File: src/kfse_pkg.sv
`default_nettype none

package kfse_pkg;

    // default sizes
    localparam int MAX_KEYS_DEF = 64;
    localparam int LANES_DEF    = 4;

    // fixed field widths
    localparam int VAL_W   = 32;
    localparam int PADDR_W = 4;
    localparam int PDATA_W = 32;

    // shared divider: a Q0.16 ratio of Q16.16 differences needs a 48-bit dividend
    localparam int DVD_W  = 48;
    localparam int DVS_W  = 32;
    localparam int QUOT_W = 16;

    typedef enum logic [1:0] {
        MODE_CLEAR  = 2'd0,
        MODE_INSERT = 2'd1,
        MODE_EVAL   = 2'd2,
        MODE_IGNORE = 2'd3
    } kfse_mode_t;

    typedef enum logic [2:0] {
        STAT_EVAL    = 3'd0,
        STAT_CLEARED = 3'd1,
        STAT_STORED  = 3'd2,
        STAT_DUP     = 3'd3,
        STAT_FULL    = 3'd4
    } kfse_status_t;

    typedef enum logic [1:0] {
        BND_NONE  = 2'd0,
        BND_CLAMP = 2'd1,
        BND_LOOP  = 2'd2
    } kfse_bounds_t;

    typedef enum logic [1:0] {
        REG_LOOP_START  = 2'd0,
        REG_LOOP_LENGTH = 2'd1,
        REG_BOUNDS_MODE = 2'd2,
        REG_TENSION     = 2'd3
    } kfse_reg_t;

    typedef enum logic [4:0] {
        ST_IDLE,
        ST_EV_BOUND,
        ST_BOUND_DIV,
        ST_SRCH,
        ST_SRCH_CMP,
        ST_SH_RD,
        ST_SH_WR,
        ST_INS_WR,
        ST_HIT_CAP,
        ST_ROW_RD,
        ST_S_DIV,
        ST_S_SQ,
        ST_S_CUBE,
        ST_H_CALC,
        ST_TAN_MUL,
        ST_TAN_SUM,
        ST_MAC_MUL,
        ST_MAC_ACC,
        ST_LANE_DONE,
        ST_EMIT
    } kfse_state_t;

    typedef struct packed {
        logic [1:0]        mode;
        logic signed [31:0] frame;
        logic signed [31:0] value_0;
        logic signed [31:0] value_1;
        logic signed [31:0] value_2;
        logic signed [31:0] value_3;
    } kfse_cmd_t;

    typedef struct packed {
        logic [2:0]         status;
        logic               valid_res;
        logic signed [31:0] result_0;
        logic signed [31:0] result_1;
        logic signed [31:0] result_2;
        logic signed [31:0] result_3;
    } kfse_rsp_t;

    typedef struct packed {
        logic             start;
        logic [DVD_W-1:0] dividend;
        logic [DVS_W-1:0] divisor;
    } kfse_div_req_t;

    typedef struct packed {
        logic              done;
        logic [QUOT_W-1:0] quot;
        logic [DVS_W-1:0]  rem;
    } kfse_div_rsp_t;

    function automatic logic signed [31:0] sat32(input logic signed [63:0] x);
        if (x > 64'sd2147483647) begin
            return 32'sh7fffffff;
        end
        else if (x < -64'sd2147483648) begin
            return 32'sh80000000;
        end
        else begin
            return x[31:0];
        end
    endfunction

endpackage

`default_nettype wire

File: src/kfse_div.sv
`default_nettype none

module kfse_div (
    input  logic                    clk,
    input  logic                    rst_n,
    input  kfse_pkg::kfse_div_req_t req,
    output kfse_pkg::kfse_div_rsp_t rsp
);
    import kfse_pkg::*;

    localparam int CNT_W = $clog2(DVD_W);

    logic             busy_reg;
    logic             done_reg;
    logic [CNT_W-1:0] cnt_reg;
    logic [DVD_W-1:0] dvd_reg;
    logic [DVS_W-1:0] rem_reg;
    logic [DVS_W-1:0] dvs_reg;
    logic [DVS_W:0]   part;
    logic [DVS_W:0]   trial;
    logic             ge;

    // restoring step: one quotient bit per cycle
    assign part  = {rem_reg, dvd_reg[DVD_W-1]};
    assign ge    = part >= {1'b0, dvs_reg};
    assign trial = part - {1'b0, dvs_reg};

    always_ff @(posedge clk or negedge rst_n)
    begin
        if (!rst_n)
        begin
            busy_reg <= 1'b0;
            done_reg <= 1'b0;
            cnt_reg  <= '0;
        end
        else if (req.start)
        begin
            busy_reg <= 1'b1;
            done_reg <= 1'b0;
            cnt_reg  <= '0;
        end
        else if (busy_reg)
        begin
            cnt_reg <= cnt_reg + CNT_W'(1);
            if (cnt_reg == CNT_W'(DVD_W - 1))
            begin
                busy_reg <= 1'b0;
                done_reg <= 1'b1;
            end
        end
        else
        begin
            done_reg <= 1'b0;
        end
    end

    always_ff @(posedge clk)
    begin
        if (req.start)
        begin
            dvd_reg <= req.dividend;
            dvs_reg <= req.divisor;
            rem_reg <= '0;
        end
        else if (busy_reg)
        begin
            dvd_reg <= {dvd_reg[DVD_W-2:0], ge};
            rem_reg <= ge ? trial[DVS_W-1:0] : part[DVS_W-1:0];
        end
    end

    assign rsp.done = done_reg;
    assign rsp.quot = dvd_reg[QUOT_W-1:0];
    assign rsp.rem  = rem_reg;

endmodule

`default_nettype wire

File: config.mk
export PLATFORM = sky130hd
export DESIGN_NAME = kfse_div
export DESIGN_NICKNAME = d
export VERILOG_FILES = /design/src/kfse_pkg.sv /design/src/kfse_div.sv
export SDC_FILE = /design/constraint.sdc
export NUM_CORES = 1
export LEC_CHECK = 0
export BUFFER_PORTS_ARGS = -buffer_cell sky130_fd_sc_hd__buf_2
export CORE_UTILIZATION = 50
export CTS_BUF_LIST = sky130_fd_sc_hd__clkbuf_8
export DETAILED_ROUTE_END_ITERATION = 7
export PLACE_DENSITY = 0.73
export SLEW_MARGIN = 20
export SYNTH_ARGS = -nofsm -noshare
export SYNTH_HDL_FRONTEND = slang
export SYNTH_SLANG_ARGS = --single-unit
export TNS_END_PERCENT = 5
File: constraint.sdc
create_clock -name clk -period 4.3 [get_ports clk]
set_input_delay 0 -clock clk [delete_from_list [all_inputs] [get_ports clk]]
set_output_delay 0 -clock clk [all_outputs]
set_load 0.02 [all_outputs]
-- Yosys cells after proc, flatten, opt, wreduce, memory -nomap -nowiden
Cells that the tools add are included.
- flip-flop bits (word level): 120
- output and inout port bits: 49
- mux-type cells: 11
- eq/ne operators: 2
- order comparisons: 1
- reduce and logical (&&, ||, !) cells: 1
- $add $sub $neg: 2
- operators by type and width (operator ; number):
    48-bit 2-to-1 mux ; 2
    33-bit by 32-bit greater-or-equal comparator with 1-bit output ; 1
    32-bit 2-to-1 mux ; 1
    32-bit subtractor ; 1
    6-bit 2-to-1 mux ; 2
    6-bit by 1-bit adder with 6-bit output, second input constant ; 1
    6-bit == test, second input constant ; 1
    1-bit 2-to-1 mux ; 6
    3-bit by 2-bit inequality test with 1-bit output, second input constant ; 1
    2-bit nonzero test ; 1

-- Logic depth before layout (Yosys ltp)
Gate-level depths: netlist (run 1).
- depth after elaboration: 4
- mapped depth: 13
- mapped depth without buffers: 12

-- Least setup slack after synthesis (run 1)
No wires, ideal clock.
- kind: flip-flop to flip-flop
- from: register rem_reg[19]
- to: register dvd_reg[0], data pin
- required time: 4.040 ns
- stages on the path, launching flop included: 11
- setup slack: 1.549 ns
- setup time: 0.260 ns
- arrival: 2.491 ns
- clock period less this slack: 2.751 ns
- path through: dfxtp_1 > ha_1 > clkbuf_1 > a21o_1 > o21bai_1 > a21o_1 > a211o_2 > a2bb2oi_2 > o21ai_4 > buf_6 > mux2_2
- cells in the longest elaborated chain, start to end: 3
- ends and longest elaborated chain (element ; RTL line ; text):
    start, declared ; kfse_div.sv:17 ; logic [DVS_W-1:0] rem_reg;
    start signal, assigned ; kfse_div.sv:68 ; rem_reg <= ge ? trial[DVS_W-1:0] : part[DVS_W-1:0];
    33-bit by 32-bit greater-or-equal comparator with 1-bit output ; kfse_div.sv:25 ; assign ge = part >= {1'b0, dvs_reg};
    48-bit 2-to-1 mux ; kfse_div.sv:65 ; else if (busy_reg)
    48-bit 2-to-1 mux ; kfse_div.sv:59 ; if (req.start)
    end signal, assigned ; kfse_div.sv:61 ; dvd_reg <= req.dividend;
    end signal, assigned ; kfse_div.sv:67 ; dvd_reg <= {dvd_reg[DVD_W-2:0], ge};
    end, declared ; kfse_div.sv:16 ; logic [DVD_W-1:0] dvd_reg;
Every way passes these cells. The select of a mux whose other input is x is not followed.
A chain may end at the register's enable or synchronous reset.

-- Final worst setup path (run 1)
- from: register dvs_reg[10]
- to: register rem_reg[3]
- cells in the longest elaborated chain, start to end: 2
- ends and longest elaborated chain (element ; RTL line ; text):
    start, declared ; kfse_div.sv:18 ; logic [DVS_W-1:0] dvs_reg;
    start signal, assigned ; kfse_div.sv:62 ; dvs_reg <= req.divisor;
    33-bit by 32-bit greater-or-equal comparator with 1-bit output ; kfse_div.sv:25 ;
    32-bit 2-to-1 mux ; kfse_div.sv:68 ;
Every way passes these cells.

==> out/summary.txt, run 1 <==
Status -> complete, no violations
Final setup margin -> 868 ps
Internal reg-to-reg setup slack -> 870 ps
CTS tree -> built
Initial Util -> 0.510
Synthesis Warnings -> 0
Unique cell type count in the Yosys netlist -> 58
Worst slew pin tran -> 1010 ps
Maxcap violations -> 0
Final period utilization -> 0.798
Post-layout nets -> 917
Register Area -> 3240 µm²
Critical path endpoint category -> flip-flop
Seq cells post-synth -> 120
Met2 WL -> 7900 µm
Number of buffers added on ports -> 131
DR vias -> 5247
Pre-CTS WS -> 909 ps
Clk_lat worst skew -> 460 ps
Vias in the first global route -> 5428
F_max -> 0.291 GHz
Root Driver -> clkbuf_8
Final min period -> 3430 ps
Area growth syn-to-layout -> 27.2%
Cell Chain, Critical Path -> inv_1, ha_1, and4_1, nand2_1, a211oi_2, nor2_2, o21a_4, a2bb2oi_2, o21ai_4, buf_4, mux2i_1, a211oi_1
Worst Reg-to-Reg Cells -> 12
Synth Cell Area -> 6730 µm²
Hold path endpoint -> dvs_reg[24]
Initial antenna violation count -> 1
Syn_nets -> 728
Async S/R FF share, synth -> 0.0667
Syn avg cell area -> 11.0 µm²
Rel. slew slack -> 0.324
Final clock skew -> 20.4 ps
EDFF count, synth -> 80
Die ar. -> 13900 µm²
Via/cell ratio -> 5.30
Drt drc -> 0
Number of detailed-route iterations in the first pass -> 5
H-tree depth -> 4
Arr. time, crit path -> 3730 ps
CP Max Fanout -> 23
Deepest clock path buffer count -> 2
CTS buffer count -> 17
Hpwl dp -> 10100 µm
Area of the multi-input gates -> 3060 µm²
Sequential area share after synthesis -> 0.482
Met1 Wirelength -> 6660 µm
Setup bufs post-CTS -> 0
Congestion Overflow GR -> 0
CTS resizes -> 0
FF-to-FF End -> rem_reg[3]
Worst VDD drop -> 0.287 mV
Final setup fails -> 0
Layout cells sized above 1 -> 0.283
Startpoint Class -> flip-flop
Met3 WL -> 894 µm
GRT Util Overall -> 0.235
P_leak -> 3.77 nW
Flip-flop count of the largest register after layout -> 48
Ys flop type -> edfxtp_1
Unrepaired setup endpoints after global routing -> false
First-pass GRT wire length -> 25700 µm
Core Area -> 13200 µm²
Slew Viols, Final -> 0
Critical-path top delay cell -> o21ai_4
Hold Crit Depth -> 1
ANT nets after route -> 0
Mapped Cells -> 611
Pwr per Cell Area -> 384 nW/µm²
Clk slew on worst S/H paths -> 90 ps
Die Span Y -> 118 µm
Tot Pwr -> 3.29 mW
Count of final hold-check violations -> 0
Critical path class -> flip-flop to flip-flop
Worst path buffer plus inverter count -> 2
Most frequent cells in the layout -> buf_2, dlygate4sd3_1, edfxtp_1, mux2_2, nor2_1
Reg-to-Reg Start -> dvs_reg[10]
First DRT Iteration DRCs -> 294
Ports -> 132
Commonest non-fill, non-tap cell in the layout -> buf_2
Pin count of the biggest net entering global routing -> 69
Row count -> 42
Critical path origin -> dvs_reg[10]
RD Place Congestion -> 0.838
Final core utilization -> 0.649
DR WL/cell -> 15.8 µm
Fill cells -> 1033
WL final -> 15700 µm
Cell family with most CP delay -> compound AO/OA/AOI/OAI gates
Hold Startpoint -> req[80]
Tightest Hold Check Type -> input port to flip-flop
Clock sink count -> 120
Top Layer Used -> met4
Chip Width -> 118 µm
Max incr delay on CP -> 710 ps
WP data required -> 4600 ps
Setup TNS -> 0 ps
per-layer routing:
| layer | global-route usage | up-vias |
|---|---|---|
| met2 | 0.412 | 151 |
| met5 | 0 | - |
| li1 | - | 2587 |
| met3 | 0.0703 | 20 |
| met1 | 0.272 | 2489 |
| met4 | 0.0761 | 0 |
what timing repair did:
action                                 CTS  global route
endpoints found under the hold margin   88             0
hold buffers                            82             0
setup endpoints to repair                0             0
power by group:
| part | internal [mW] | total, mW | switching, mW |
|---|---|---|---|
| registers | 1.36 | 1.43 | 0.0701 |
| logic | 0.415 | 0.894 | 0.480 |
| clock network | 0.422 | 0.967 | 0.545 |
cell usage after synthesis, types with 2 or more instances:
| cell | instances | area [µm²] |
|---|---|---|
| buf_4 | 17 | 128 |
| xnor2_1 | 19 | 166 |
| buf_6 | 3 | 33.8 |
| a21boi_0 | 2 | 15.0 |
| ha_1 | 33 | 413 |
| nor3_1 | 4 | 20.0 |
| o21ai_0 | 20 | 100 |
| inv_1 | 42 | 158 |
| nand2b_1 | 4 | 25.0 |
| nor2b_1 | 3 | 18.8 |
| xor2_1 | 14 | 123 |
| nand2_1 | 31 | 116 |
| and3_1 | 2 | 12.5 |
| and4_1 | 2 | 17.5 |
| a211oi_1 | 27 | 203 |
| buf_1 | 3 | 11.3 |
| nor4_1 | 2 | 12.5 |
| mux2_2 | 50 | 563 |
| nand4_1 | 13 | 81.3 |
| o31ai_1 | 2 | 15.0 |
| mux2i_1 | 28 | 280 |
| o21bai_1 | 6 | 45.0 |
| dfxtp_1 | 32 | 641 |
| a21o_1 | 18 | 135 |
| a21oi_1 | 30 | 150 |
| clkbuf_1 | 20 | 75.1 |
| edfxtp_1 | 80 | 2400 |
| o21a_1 | 8 | 60.1 |
| nor2_1 | 47 | 176 |
| nand3_1 | 8 | 40.0 |
| a22oi_1 | 2 | 15.0 |
| o211ai_1 | 4 | 30.0 |
| dfrtp_1 | 8 | 200 |
| buf_2 | 3 | 15.0 |
how the worst max path moves through the flow:
stage                     slack [ps]    endpoint  cells past startpoint
final                            870  rem_reg[3]                     12
after floorplan                 1550  dvd_reg[0]                     10
after global routing             630  rem_reg[3]                     12
after CTS                        850  rem_reg[3]                     12
after global placement          1010  rem_reg[2]                     12
after detailed placement         910  rem_reg[7]                     12
area by class of cell:
cell class              count  share of cell area
flip-flops and latches    120               0.379
multi-input cells         402               0.357
repair buffers            217               0.176
clock buffers              17              0.0273
well taps                 176              0.0257
inverters                  42              0.0184
clock inverters            15              0.0156
diodes                      1            0.000292
logic make-up after synthesis:
logic type                 Yosys count  synth area share
AOI/OAI and AO/OA                  132             0.134
muxes                               78             0.125
buffers and inverters               89            0.0632
xor gates and xnor gates            33            0.0430
DFF                                120             0.482
and+or+nand+nor                    125            0.0876
adders and majority gates           34            0.0643
through the flow:
step / std cells / instance area, µm² / hold WS, ps
2_1_floorplan: 611 / 6730 / -296
3_3_place_gp: 875 / 7370 / -158
3_5_place_dp: 875 / 7370 / -150
4_1_cts: 989 / 8560 / 115
5_1_grt: 990 / 8560 / 149
6_report: 990 / 8560 / 135
No activity file was read; power rests on OpenSTA's default activity.
==> run 2, diff against run 1 <==
PLACE_DENSITY = 0.76   (was 0.73)
clock period = 2.9 ns   (was 4.3 ns; I/O delays follow)
==> out/summary.txt, run 2 (synthesis gave the netlist of run 1 again) <==
Status -> complete, no violations
Commonest non-fill, non-tap cell in the layout -> buf_2
Dpl cell area -> 7500 µm² (+1.8%)
WL final -> 16400 µm (+4.7%)
Hold Startpoint -> req[4]
Hold path endpoint -> dvs_reg[4]
Slew Viols, Final -> 0 (unchanged)
Grt met2 use -> 0.420 (+0.00809)
Root Driver -> clkbuf_8
Flip-flop count of the largest register after layout -> 48 (unchanged)
Final core utilization -> 0.673 (+0.0244)
Final clock skew -> 15.4 ps (-5.03 ps)
Number of buffers added on ports -> 131 (unchanged)
Fill cells -> 993 (-3.9%)
Worst Reg-to-Reg Cells -> 10 (-2)
Arr. time, crit path -> 3120 ps (-610 ps)
Ports -> 132 (unchanged)
Clk_lat worst skew -> 450 ps (about the same)
CTS buffer count -> 17 (unchanged)
RD Place Congestion -> 0.874 (+4.3%)
Final min period -> 2750 ps (-680 ps)
FF-to-FF End -> rem_reg[30]
Deepest clock path buffer count -> 2 (unchanged)
Die ar. -> 13900 µm² (unchanged)
Worst slew pin tran -> 626 ps (-387 ps)
CP Max Fanout -> 10 (-57%)
H-tree depth -> 4 (unchanged)
Pwr per Cell Area -> 583 nW/µm² (+52%)
Area of the multi-input gates -> 3160 µm² (+3.4%)
Via/cell ratio -> 5.37 (+1.3%)
DR WL/cell -> 16.3 µm (+2.9%)
Congestion Overflow GR -> 0 (unchanged)
Design area -> 8880 µm² (+3.8%)
Startpoint Class -> flip-flop
Hold Crit Depth -> 2 (+1)
Worst VDD drop -> 0.382 mV (+33%)
Final setup fails -> 0 (unchanged)
Chip Width -> 118 µm (unchanged)
Tightest Hold Check Type -> input port to flip-flop
GRT Util Overall -> 0.240 (+0.00527)
Row count -> 42 (unchanged)
First-pass GRT wire length -> 26300 µm (+2.4%)
Final period utilization -> 0.949 (+0.151)
Drt drc -> 0 (unchanged)
Count of final hold-check violations -> 0 (unchanged)
Met1 usage -> 0.281 (+0.00901)
Register Area -> 3240 µm² (unchanged)
Rel. slew slack -> 0.581 (+0.258)
Core Area -> 13200 µm² (unchanged)
Layout cells sized above 1 -> 0.311 (+0.0279)
Critical path class -> flip-flop to flip-flop
Clock sink count -> 120 (unchanged)
DR vias -> 5407 (+3.0%)
F_max -> 0.363 GHz (+25%)
GRT met3 Usage -> 0.0707 (+0.000484)
Post-layout nets -> 934 (+1.9%)
Unrepaired setup endpoints after global routing -> true
Pin count of the biggest net entering global routing -> 53 (-23%)
Clk slew on worst S/H paths -> 80 ps (about the same)
Initial Util -> 0.510 (unchanged)
Hpwl dp -> 10500 µm (+4.0%)
Setup TNS -> 0 ps (unchanged)
Die Span Y -> 118 µm (unchanged)
CTS tree -> built
Reg-to-Reg Start -> rem_reg[19]
Maxcap violations -> 0 (unchanged)
WP data required -> 3270 ps (-1330 ps)
ANT nets after route -> 0 (unchanged)
P_leak -> 3.89 nW (+3.3%)
Vias in the first global route -> 5567 (+2.6%)
Internal reg-to-reg setup slack -> 150 ps (-720 ps)
Critical path endpoint category -> flip-flop
Grt peak-use layer -> met2
Initial antenna violation count -> 1 (unchanged)
Number of detailed-route iterations in the first pass -> 4 (-1)
Most frequent cells in the layout -> buf_2, dlygate4sd3_1, edfxtp_1, mux2_2, nor2_1
First DRT Iteration DRCs -> 285 (-3.1%)
Area growth syn-to-layout -> 32.0%
-- run 2: cell count changes in the layout (fill, tap and decap cells not counted), sizes merged --
cell / before / now
clkinv: 5 / 4
buf: 135 / 150
clkbuf: 17 / 18
bufinv: 0 / 3
clkinvlp: 1 / 2
inv: 51 / 48
dlygate4sd3: 82 / 83
-- run 2: routing by layer --
| metal | routed length (µm) | up-vias |
|---|---|---|
| met2 | 8310 | 174 |
| li1 | - | 2617 |
| met3 | 1150 | 16 |
| met1 | 6790 | 2600 |
| met5 | 0 | - |
| met4 | 159 | 0 |
-- run 2: repair_timing --
item | 4_1_cts | 5_1_grt
setup endpoints to repair | 1 | 33
hold endpoints to repair | 89 | 0
cloned | 0 | 1
pin swaps | 1 | 7
buffers inserted | 1 | 0
resized for setup | 1 | 20
hold buffers | 83 | 0
-- run 2: worst max-delay path by stage --
| stage | endpoint | start |
|---|---|---|
| after floorplan | dvd_reg[0] | rem_reg[19] |
| after global placement | rem_reg[24] | dvd_reg[47] |
| after detailed placement | rem_reg[24] | dvs_reg[0] |
| after CTS | rem_reg[24] | dvs_reg[0] |
| after global routing | rem_reg[0] | dvs_reg[1] |
| final | rem_reg[30] | rem_reg[19] |
-- run 2: worst max-delay path, stage by stage, from the launching register on --
cell and delay [ps]:
dfxtp_1 340, ha_1 370, a21o_1 220, o21bai_1 150, a21o_1 180, a211o_2 360
a2bb2oi_4 180, o21ai_4 130, clkbuf_16 210, or3_2 440, o211ai_1 90
-- run 2: per-stage QoR --
step	total power, mW	hold slack [ps]	std cells	setup slack [ps]
after global placement	3.39	-157	889	57.1
after floorplan	3.08	-296	611	149
after CTS	5.11	223	1005	21.9
after detailed placement	3.43	-152	889	16.1
after global routing	5.43	245	1007	-31.9
final	5.18	255	1007	148
-- run 2: power breakdown --
part | leakage (nW) | switching, mW | internal [mW]
Combinational | 2.50 | 0.756 | 0.702
Clock | 0.210 | 0.743 | 0.855
Sequential | 1.19 | 0.113 | 2.01
Total | 3.89 | 1.61 | 3.57
-- run 2: final cells by class --
class,instances,share of cell area
clock buffers,17,0.0263
repair buffers,234,0.189
flip-flops and latches,120,0.365
well taps,176,0.0248
inverters,42,0.0178
multi-input cells,402,0.356
clock inverters,15,0.0201
diodes,1,0.000282
==> run 3, diff against run 2 <==
BUFFER_PORTS_ARGS = -buffer_cell sky130_fd_sc_hd__buf_4   (was -buffer_cell sky130_fd_sc_hd__buf_2)
CTS_BUF_LIST = sky130_fd_sc_hd__clkbuf_2 sky130_fd_sc_hd__clkbuf_4 sky130_fd_sc_hd__clkbuf_8   (was sky130_fd_sc_hd__clkbuf_8)
==> out/summary.txt, run 3 (synthesis gave the netlist of run 1 again) <==
Clock power share -> 0.284 (-0.025)
GRT Util Overall -> 0.239 (-0.000642)
Flip-flop count of the largest register after layout -> 48 (unchanged)
CP Max Fanout -> 7 (-3)
CP most frequent cell -> a21o_1
ANT nets after route -> 0 (unchanged)
Die ar. -> 13900 µm² (unchanged)
Critical path class -> flip-flop to flip-flop
F_max -> 0.355 GHz (-2.3%)
Via/cell ratio -> 5.33 (-0.76%)
Min Hold Slack -> 266 ps (+11.6 ps)
Switching pwr -> 1.64 mW (+1.7%)
Final period utilization -> 0.971 (+0.0224)
Pin count of the biggest net entering global routing -> 90 (+70%)
Drt drc -> 0 (unchanged)
Die Span Y -> 118 µm (unchanged)
Vias in the first global route -> 5476 (-1.6%)
CTS tree -> built
Setup TNS -> 0 ps (unchanged)
DR vias -> 5387 (-0.37%)
Ant diodes -> 0 (-1)
Final min period -> 2820 ps (+64.8 ps)
Initial Util -> 0.510 (unchanged)
Slew Viols, Final -> 0 (unchanged)
Clk slew on worst S/H paths -> 80 ps (about the same)
Area growth syn-to-layout -> 38.8%
Status -> complete, no violations
Worst slew pin tran -> 627 ps (+1.03 ps)
Cell Chain, Critical Path -> ha_1, a21o_1, o21bai_1, a21o_1, a211o_2, a2bb2oi_4, o21ai_4, buf_6, or3_2, o211ai_1
Number of detailed-route iterations in the first pass -> 4 (unchanged)
Congestion Overflow GR -> 0 (unchanged)
RD Place Congestion -> 0.826 (-5.5%)
Worst VDD drop -> 0.407 mV (+6.4%)
Int Pwr -> 3.61 mW (+1.2%)
First-pass GRT wire length -> 26100 µm (-0.71%)
Critical path endpoint category -> flip-flop
Chip Width -> 118 µm (unchanged)
Pwr per Cell Area -> 562 nW/µm² (-3.6%)
Ports -> 132 (unchanged)
Layout cells sized above 1 -> 0.323 (+0.0125)
Hpwl dp -> 10300 µm (-1.5%)
Row count -> 42 (unchanged)
P_leak -> 3.99 nW (+2.4%)
Max incr delay on CP -> 440 ps (about the same)
Startpoint Class -> flip-flop
DR WL/cell -> 16.4 µm (+0.45%)
Tightest Hold Check Type -> input port to flip-flop
Clk_lat worst skew -> 450 ps (about the same)
WL final -> 16500 µm (+0.85%)
Combinational Power Share -> 0.310 (+0.029)
Maxcap violations -> 0 (unchanged)
Core Area -> 13200 µm² (unchanged)
Rel. slew slack -> 0.582 (+0.000853)
CTS buffer count -> 17 (unchanged)
Commonest non-fill, non-tap cell in the layout -> buf_4
Number of buffers added on ports -> 131 (unchanged)
Most frequent cells in the layout -> buf_4, dlygate4sd3_1, edfxtp_1, mux2_2, nor2_1
Count of final hold-check violations -> 0 (unchanged)
Clock sink count -> 120 (unchanged)
Sw frac -> 0.312 (+0.00113)
Initial antenna violation count -> 0 (-1)
Tot Pwr -> 5.25 mW (+1.3%)
Arr. time, crit path -> 3190 ps (+70 ps)
Seq pwr share -> 0.406 (-0.004)
Post-layout nets -> 940 (+0.64%)
H-tree depth -> 4 (unchanged)
Deepest clock path buffer count -> 2 (unchanged)
First DRT Iteration DRCs -> 388 (+36%)
Final setup fails -> 0 (unchanged)
Critical-path top delay cell -> or3_2
Root Driver -> clkbuf_8
Final clock skew -> 8.39 ps (-7.00 ps)
WP data required -> 3270 ps (about the same)
-- run 3: changes by cell type in the layout (fill, tap and decap cells not counted), sizes merged --
cell,delta
clkbuf,+1
bufinv,-1
buf,+5
diode,-1
inv,-2
clkinvlp,+2
-- run 3: layer usage --
| layer | global-route usage | vias up | part of all wire | wire [µm] |
|---|---|---|---|---|
| li1 | - | 2630 | - | - |
| met1 | 0.289 | 2555 | 0.43 | 7160 |
| met2 | 0.407 | 180 | 0.49 | 8150 |
| met3 | 0.0654 | 22 | 0.056 | 933 |
| met4 | 0.0897 | 0 | 0.018 | 301 |
| met5 | 0 | - | 0 | 0 |
-- run 3: path summary, 6_finish.rpt --
check	start	to	slack, ps	cells after the start
min in group asynchronous	rst_n	done_reg	510	3
min	req[4]	dvs_reg[4]	270	2
max	rem_reg[19]	rem_reg[30]	80	10
max reg2reg	rem_reg[19]	rem_reg[30]	80	10
min reg2reg	rem_reg[29]	rem_reg[29]	510	2
max in group asynchronous	rst_n	busy_reg	2130	3
-- run 3: layout make-up --
cell class / count / area (µm²)
multi-input cells: 402 / 3240
clock buffers: 17 / 234
flip-flops and latches: 120 / 3240
fillers: 912 / 3850
repair buffers: 240 / 2090
clock inverters: 14 / 150
inverters: 42 / 158
well taps: 176 / 220
-- run 3: critical path: cells and delay by family (launching register included) --
family / cells / cell delay [ps]
AO/OA/AOI/OAI: 7 / 1370
buffers and inverters: 1 / 190
AND/OR/NAND/NOR: 1 / 440
flip-flops: 1 / 350
adder cells (fa/ha/maj): 1 / 380
-- run 3: power groups by stage --
stage / Sequential [mW] / Combinational, mW / Clock, mW
after global placement: 2.15 / 1.34 / 0
after global routing: 2.15 / 1.75 / 1.59
after floorplan: 2.19 / 0.891 / 0
after detailed placement: 2.15 / 1.37 / 0
final: 2.13 / 1.62 / 1.49
after CTS: 2.12 / 1.46 / 1.52
-- run 3: timing repair --
action / in CTS / in global routing
resized for setup: 0 / 35
pin swaps: 1 / 12
buffers inserted: 0 / 3
hold endpoints to repair: 103 / 0
cloned: 0 / 3
endpoints found under the setup margin: 1 / 26
hold buffers: 83 / 0
-- run 3: metrics by stage --
stage	setup slack (ps)	std cells	util	instance area, µm²
floorplan	149	611	-	6730
global placement	-1.34	891	0.595	7850
detailed placement	42.1	891	0.595	7850
CTS	11.8	1005	0.687	9070
global route	-11.6	1011	0.708	9340
finish	83.3	1011	0.708	9340
